**src/rtl/core/nearest_point_on_polyline_unit_defines.svh**
```systemverilog
// Assertion macros for the nearest point unit
`ifndef NEAREST_POINT_ON_POLYLINE_UNIT_DEFINES_SVH
`define NEAREST_POINT_ON_POLYLINE_UNIT_DEFINES_SVH
`ifndef SYNTHESIS
`define NPP_ASSERT_IMPL(lbl, clk, rst_n, a, c, msg) \
    lbl: assert property (@(posedge clk) disable iff (!rst_n) (a) |-> (c)) else $error(msg);
`define NPP_ASSERT_NEXT(lbl, clk, rst_n, a, c, msg) \
    lbl: assert property (@(posedge clk) disable iff (!rst_n) (a) |=> (c)) else $error(msg);
`else
`define NPP_ASSERT_IMPL(lbl, clk, rst_n, a, c, msg)
`define NPP_ASSERT_NEXT(lbl, clk, rst_n, a, c, msg)
`endif
`endif

```
**src/rtl/core/npp_pkg.sv**
```systemverilog
package npp_pkg;
    localparam int MAX_POINTS_DEF = 256;
    localparam int CW = 24;
    localparam int DW = 25;
    localparam logic [1:0] REQ_CLEAR  = 2'd0;
    localparam logic [1:0] REQ_APPEND = 2'd1;
    localparam logic [1:0] REQ_QUERY  = 2'd2;
    localparam logic [DW-1:0] DIST_MAX = {DW{1'b1}};

    typedef struct packed {
        logic load_a;     // latch vertex a from memory read data
        logic load_b;     // latch vertex b, form segment terms
        logic mul_dp;     // compute dot and length products
        logic div_start;  // begin fraction division
        logic mul_off;    // offset products
        logic form_pt;    // rounded point
        logic mul_dd;     // deltas, squared by the free-running sq_reg
        logic sqrt_start; // begin square root
        logic compare;    // update best
        logic clr_best;
    } npp_cmd_t;

    typedef struct packed {
        logic div_done;
        logic sqrt_done;
        logic skip;       // zero length segment
    } npp_sts_t;
endpackage

```
**src/rtl/core/npp_ctrl.sv**
```systemverilog
`include "nearest_point_on_polyline_unit_defines.svh"
module npp_ctrl #(
    parameter int MAX_POINTS = npp_pkg::MAX_POINTS_DEF,
    parameter int AW = $clog2(MAX_POINTS)
) (
    input  logic              clk,
    input  logic              rst_n,
    input  logic              start,
    input  logic [1:0]        req_type,
    output logic              busy,
    output npp_pkg::npp_cmd_t cmd,
    input  npp_pkg::npp_sts_t sts,
    output logic [AW-1:0]     rd_addr,
    output logic              wr_en,
    output logic [AW-1:0]     wr_addr,
    output logic              done,
    output logic              status,
    output logic              query_done
);
    localparam logic [3:0] S_IDLE = 4'd0, S_RDA = 4'd1, S_LA = 4'd2, S_LB = 4'd3,
        S_DP = 4'd4, S_DIVS = 4'd5, S_DIVW = 4'd6, S_OFF = 4'd7, S_PT = 4'd8,
        S_DD = 4'd9, S_SQ = 4'd10, S_SQS = 4'd11, S_SQW = 4'd12, S_NEXT = 4'd13,
        S_CHK = 4'd14;
    logic [3:0] state_reg, state_next;
    logic [AW:0] cnt_reg;
    logic [AW:0] seg_reg, seg_next;
    logic done_reg, done_next, st_reg, st_next, qd_reg, qd_next;
    logic [AW:0] cnt_next;

    assign busy = (state_reg != S_IDLE);
    assign done = done_reg;
    assign status = st_reg;
    assign query_done = qd_reg;
    assign wr_en = start && !busy && req_type == npp_pkg::REQ_APPEND &&
                   cnt_reg < (AW+1)'(MAX_POINTS);
    assign wr_addr = cnt_reg[AW-1:0];

    always_comb
    begin
        state_next = state_reg;
        seg_next = seg_reg;
        cnt_next = cnt_reg;
        done_next = 1'b0;
        st_next = 1'b0;
        qd_next = 1'b0;
        cmd = '0;
        rd_addr = seg_reg[AW-1:0];
        case (state_reg)
            S_IDLE:
            begin
                if (start)
                begin
                    case (req_type)
                        npp_pkg::REQ_CLEAR:
                        begin
                            cnt_next = '0;
                            done_next = 1'b1;
                        end
                        npp_pkg::REQ_APPEND:
                        begin
                            done_next = 1'b1;
                            if (cnt_reg < (AW+1)'(MAX_POINTS))
                                cnt_next = cnt_reg + 1'b1;
                            else
                                st_next = 1'b1;
                        end
                        npp_pkg::REQ_QUERY:
                        begin
                            cmd.clr_best = 1'b1;
                            seg_next = '0;
                            state_next = S_CHK;
                        end
                        default:
                            done_next = 1'b1;
                    endcase
                end
            end
            S_CHK:
            begin
                if ({1'b0, seg_reg} + 1'b1 >= {1'b0, cnt_reg})
                begin
                    state_next = S_IDLE;
                    qd_next = 1'b1;
                    done_next = 1'b1;
                end
                else
                    state_next = S_RDA;
            end
            S_RDA:
            begin
                rd_addr = seg_reg[AW-1:0];
                state_next = S_LA;
            end
            S_LA:
            begin
                cmd.load_a = 1'b1;
                rd_addr = AW'(seg_reg + 1'b1);
                state_next = S_LB;
            end
            S_LB:
            begin
                cmd.load_b = 1'b1;
                state_next = S_DP;
            end
            S_DP:
            begin
                cmd.mul_dp = 1'b1;
                state_next = S_DIVS;
            end
            S_DIVS:
            begin
                if (sts.skip)
                    state_next = S_NEXT;
                else
                begin
                    cmd.div_start = 1'b1;
                    state_next = S_DIVW;
                end
            end
            S_DIVW:
                if (sts.div_done)
                    state_next = S_OFF;
            S_OFF:
            begin
                cmd.mul_off = 1'b1;
                state_next = S_PT;
            end
            S_PT:
            begin
                cmd.form_pt = 1'b1;
                state_next = S_DD;
            end
            S_DD:
            begin
                cmd.mul_dd = 1'b1;
                state_next = S_SQ;
            end
            S_SQ:
                state_next = S_SQS;
            S_SQS:
            begin
                cmd.sqrt_start = 1'b1;
                state_next = S_SQW;
            end
            S_SQW:
                if (sts.sqrt_done)
                begin
                    cmd.compare = 1'b1;
                    state_next = S_NEXT;
                end
            S_NEXT:
            begin
                seg_next = seg_reg + 1'b1;
                state_next = S_CHK;
            end
            default:
                state_next = S_IDLE;
        endcase
    end

    always_ff @(posedge clk or negedge rst_n)
    begin
        if (!rst_n)
        begin
            state_reg <= S_IDLE;
            cnt_reg <= '0;
            seg_reg <= '0;
            done_reg <= 1'b0;
            st_reg <= 1'b0;
            qd_reg <= 1'b0;
        end
        else
        begin
            state_reg <= state_next;
            cnt_reg <= cnt_next;
            seg_reg <= seg_next;
            done_reg <= done_next;
            st_reg <= st_next;
            qd_reg <= qd_next;
        end
    end

    `NPP_ASSERT_IMPL(a_cnt_max, clk, rst_n, 1'b1, cnt_reg <= (AW+1)'(MAX_POINTS), "count over max")
    `NPP_ASSERT_NEXT(a_done_idle, clk, rst_n, done_next, state_reg == S_IDLE, "done while busy")
    `NPP_ASSERT_IMPL(a_st_done, clk, rst_n, st_reg, done_reg && !qd_reg, "status without done")
endmodule

```
**config.mk**
```make
export PLATFORM = sky130hd
export DESIGN_NAME = npp_ctrl
export DESIGN_NICKNAME = d
export VERILOG_FILES = /design/src/rtl/core/npp_pkg.sv /design/src/rtl/core/npp_ctrl.sv
export VERILOG_INCLUDE_DIRS = /design/src /design/src/rtl/core
export SDC_FILE = /design/constraint.sdc
export NUM_CORES = 1
export LEC_CHECK = 0
export BUFFER_PORTS_ARGS = -buffer_cell sky130_fd_sc_hd__buf_2
export CORE_MARGIN = 2
export CORE_UTILIZATION = 55
export CTS_CLUSTER_DIAMETER = 200
export DETAILED_ROUTE_END_ITERATION = 16
export PLACE_DENSITY = 0.83
export SETUP_SLACK_MARGIN = 0.3
export SYNTH_ARGS = -nofsm -noshare
export SYNTH_HDL_FRONTEND = slang
export SYNTH_SLANG_ARGS = --single-unit
```
**constraint.sdc**
```tcl
create_clock -name clk -period 4.94 [get_ports clk]
set_input_delay 0.247 -clock clk [delete_from_list [all_inputs] [get_ports clk]]
set_output_delay 0.247 -clock clk [all_outputs]
set_load 0.1 [all_outputs]
```
# --- After elaboration in Yosys (flattened, before gate mapping) ---
# Index checks and enable logic that the tools add are counted.
word_totals:
  ff_bits: 25
  out_inout_bits: 31
  elab_cells: 80
classes:
  addsub: 3
  magnitude_cmp: 2
  n_eq_ne: 21
  muxes: 36
  reduce_logical: 12
op_table:
  columns: ["cell", "count"]
  rows:
  - ["$pmux 4 s15", 1]
  - ["$pmux 9 s2", 2]
  - ["$eq 4x4->1 const B", 7]
  - ["$mux 9", 3]
  - ["$mux 1", 23]
  - ["$mux 4", 5]
  - ["$add 9x1->9 const B", 2]
  - ["$eq 4x3->1 const B", 4]
  - ["$add 9x1->10 const B", 1]
  - ["$ge 10x9->1", 1]
  - ["$lt 9x9->1 const B", 1]
  - ["$eq 4x2->1 const B", 2]
  - ["$mux 8", 1]
  - ["$reduce_and 4->1", 2]
  - ["$ne 2x2->1 const B", 3]
  - ["$eq 4x1->1 const B", 1]
  - ["$logic_not 4->1", 1]
  - ["$ne 2x1->1 const B", 2]
  - ["$reduce_bool 2->1", 2]
  - ["$reduce_bool 4->1", 1]
  - ["$logic_and 1x1->1", 3]
  - ["$reduce_and 3->1", 1]
  - ["$eq 2x1->1 const B", 1]
  - ["$eq 2x2->1 const B", 1]
  - ["other kinds (3)", 3]

# --- Depth between registers and ports, before layout ---
depth:
  depth_word: 5
  mapped_depth: 11
  mapped_depth_nobuf: 9

# --- Least setup slack after synthesis ---
# OpenSTA, ideal clock, no wires.
synth_timing:
  kind: "flip-flop to output port"
  from: "register state_reg[2]"
  to: "output rd_addr[3]"
  t_arrival_ns: 3.949
  required_ns: 4.693
  setup_slack_ns: 0.744
  path_stages_with_launch: 5
  cell_sequence: "dfrtp_1 buf_2 nor3_2 nand4_1 xnor2_1"
synth_via:
  elab_chain_len: 2
synth_lines:
  columns: ["item", "line", "source"]
  rows:
  - ["start: declaration", "npp_ctrl.sv:24", "logic [3:0] state_reg, state_next;"]
  - ["start signal: assignment", "npp_ctrl.sv:174", "state_reg <= state_next;"]
  - ["$eq 4x2->1", "npp_ctrl.sv:48", "case (state_reg)"]
  - ["$mux 8", "npp_ctrl.sv:48", null]
  - ["end: declaration", "npp_ctrl.sv:13", "output logic [AW-1:0] rd_addr,"]
# No other way between the ends.

# --- Final worst setup path ---
layout_timing:
  from: "register state_reg[1]"
  to: "output rd_addr[4]"
# Same word-level chain as after synthesis.

==> run_results.csv <==
group,metric,value,unit
grt,grt_max_degree,26,
synth,yosysSeqAreaShare,33.1,%
min_path,hold_path_class,"input port to flop",
final_layout,antenna_cells,0,
clocking,cts_root_buf,"clkbuf_4",
final_layout,fillers,310,
grt,grt_pass1_wl,6890,µm
floorplanning,core_region_area,3310,µm²
floorplanning,die_area,3930,µm²
floorplanning,start_util,57.1,%
placed_design,io_buffers,38,
sta,tightest_slew,0.623,ns
final_layout,fin_nets,269,
setup_path,path_cells,"nand2b_1, nor3_2, nand4_1, xnor2_1, buf_2",
sta,drv_slew,0,
setup_path,end_kind,"output port",
sta,fmax,362,MHz
floorplanning,fp-row-count,21,
sta,skew,0.00673,ns
sta,finalCriticalPeriod,2.76,ns
detailed_routing,drt-initial-drc-count,92,
setup_path,crit_type,"flop to output port",
final_layout,final_common_cell,"buf_2",
detailed_routing,ant_nets,0,
synth,synthFlopType,"dfrtp_1",
detailed_routing,drt_first_pass_iters,4,
final_layout,syn2layout_area_growth,9.66,%
setup_path,cp_slowest_cell,"dfrtp_1",
floorplanning,fp.dieW,62.7,µm
detailed_routing,drc,0,
sta,rsz0062_at_grt,"no",
sta,setup_viol_count_final,0,
floorplanning,io_pins,39,
final_layout,final_cell_mix,"38 x buf_2, 25 x dfrtp_1, 24 x nor2_1",
sta,slew-limit-headroom,58.3,%
synth,synthCells,223,
setup_path,crit_required,4.69,ns
detailed_routing,wl,3880,µm
synth,synth_nets,242,
sta,hold_viol,0,
outcome,outcome,"complete, no violations",
sta,fin_crit_sh,55.9,%
clocking,cts_tree,"built",
synth,netlist_area,1890,µm²
detailed_routing,via_count,1614,
grt,grt_pass1_vias,1580,
setup_path,cp_slowest_stage_delay,0.69,ns
final_layout,drive_above_1_share,22.1,%
synth,yosysWarnings,0,
setup_path,critPathMaxFanout,16,
detailed_routing,vias_per_cell,5.47,
setup_path,arrival,2.52,ns
synth,synth_edf_count,0,
synth,ys_seq_elements,25,
clocking,clk_latency,0.32,ns
clocking,htree_levels,1,
floorplanning,die_h,62.7,µm
synth,yosysUniqueCellTypes,42,
setup_path,start_kind,"flop",
placed_design,gp_congestion,0.859,
clocking,post_cts_buffers,0,
grt,antenna_found_initial,0,
run,maxCapViolCount,0,
sta,fin_setup_tns,0,ns
clocking,cts_sinks,25,
synth,netlist_top_cells_area,"dfrtp_1 33%, ha_1 7.3%, xnor2_1 6.9%",
clocking,numCtsBuffers,3,
grt,grt_use_total,21.3,%
final_layout,multi_input_area,1110,µm²
synth,synth_top_area_share,33.1,%
final_layout,seq_area,626,µm²
clocking,cts_resized,0,
grt,overflow,0,
clocking,clk_pin_slew_worst_paths,0.15,ns
clocking,clockBufferDepth,2,
synth,synth_async_sr_flop_share,100,%
synth,yosys.area.top_type,"dfrtp_1",
detailed_routing,wl_per_cell,13.1,µm
synth,syn_area_per_cell,8.48,µm²
placed_design,hpwl,2940,µm
-- metrics by stage --
step	setup WS, ns	utilization (%)	std cells	hold WS, ns	cell area (µm²)
after floorplan	0.744	-	223	-0.0486	1890
after global placement	2.49	61.5	290	0.277	2030
after detailed placement	2.39	61.5	290	0.277	2030
after CTS	2.16	62.7	295	0.124	2070
after global routing	1.99	62.7	295	0.107	2070
final	2.18	62.7	295	0.125	2070
-- cell families (layout without fill, tap and decap cells) --
| family | count (synthesis) | after routing | synth area share [%] |
|---|---|---|---|
| and+or+nand+nor | 97 | 97 | 28.3 |
| muxes | 3 | 3 | 1.72 |
| DFF | 25 | 25 | 33.1 |
| AOI/OAI and AO/OA | 37 | 37 | 12.5 |
| adders and majority gates | 11 | 11 | 7.28 |
| buffers and inverters | 31 | 57 | 8.33 |
| xor gates and xnor gates | 19 | 19 | 8.80 |
-- worst paths after layout --
kind,startpoint,end,slack [ns],depth (start not counted)
min,sts[1],state_reg[3],0.13,2
max reg2reg,seg_reg[0],state_reg[0],2.35,9
min in group asynchronous,rst_n,seg_reg[4],0.43,2
max,state_reg[1],rd_addr[4],2.18,5
min reg2reg,seg_reg[8],seg_reg[8],0.56,2
max in group asynchronous,rst_n,cnt_reg[7],4.13,2
-- cell usage after synthesis, drive strengths merged, types with 2 or more instances --
library cell and instances:
nand3 10, inv 14, or2 5, nand4 4, xor2 4, nand2 22, and3 5, a31oi 2
xnor2 15, clkbuf 5, buf 12, a22o 2, mux2 2, nor3 10, a221o 2, a21oi 9
o21ai 11, nor4 2, nand2b 10, ha 11, nor2 24, dfrtp 25, a21o 2, o31ai 2
-- per-layer routing --
layer / vias to the layer above / routed length, µm / track usage, %
li1: 805 / - / -
met1: 763 / 1750 / 27.2
met2: 40 / 1920 / 37.6
met3: 6 / 172 / 2.88
met4: 0 / 45 / 5.83
met5: - / 0 / 0
-- what timing repair did --
item / 4_1_cts / 5_1_grt
hold buffers: 1 / 0
endpoints found under the setup margin: 0 / 0
hold endpoints to repair: 25 / 0
-- critical path, delay by kind of cell (launching register included) --
family        cells  cell delay, ns
buf+inv           1            0.44
xor+xnor          1            0.17
flops             1            0.69
simple gates      3            0.89
-- cell type report --
class / count / area share, %
Timing Repair Buffer: 39 / 9.65
Tap cell: 46 / 2.77
Multi-Input combinational cell: 167 / 53.4
Clock inverter: 1 / 0.362
Sequential cell: 25 / 30.2
Inverter: 14 / 2.53
Clock buffer: 3 / 1.09
Power is not shown: default switching activity piles up to over one toggle a cycle in this logic, so the estimate is an artifact.
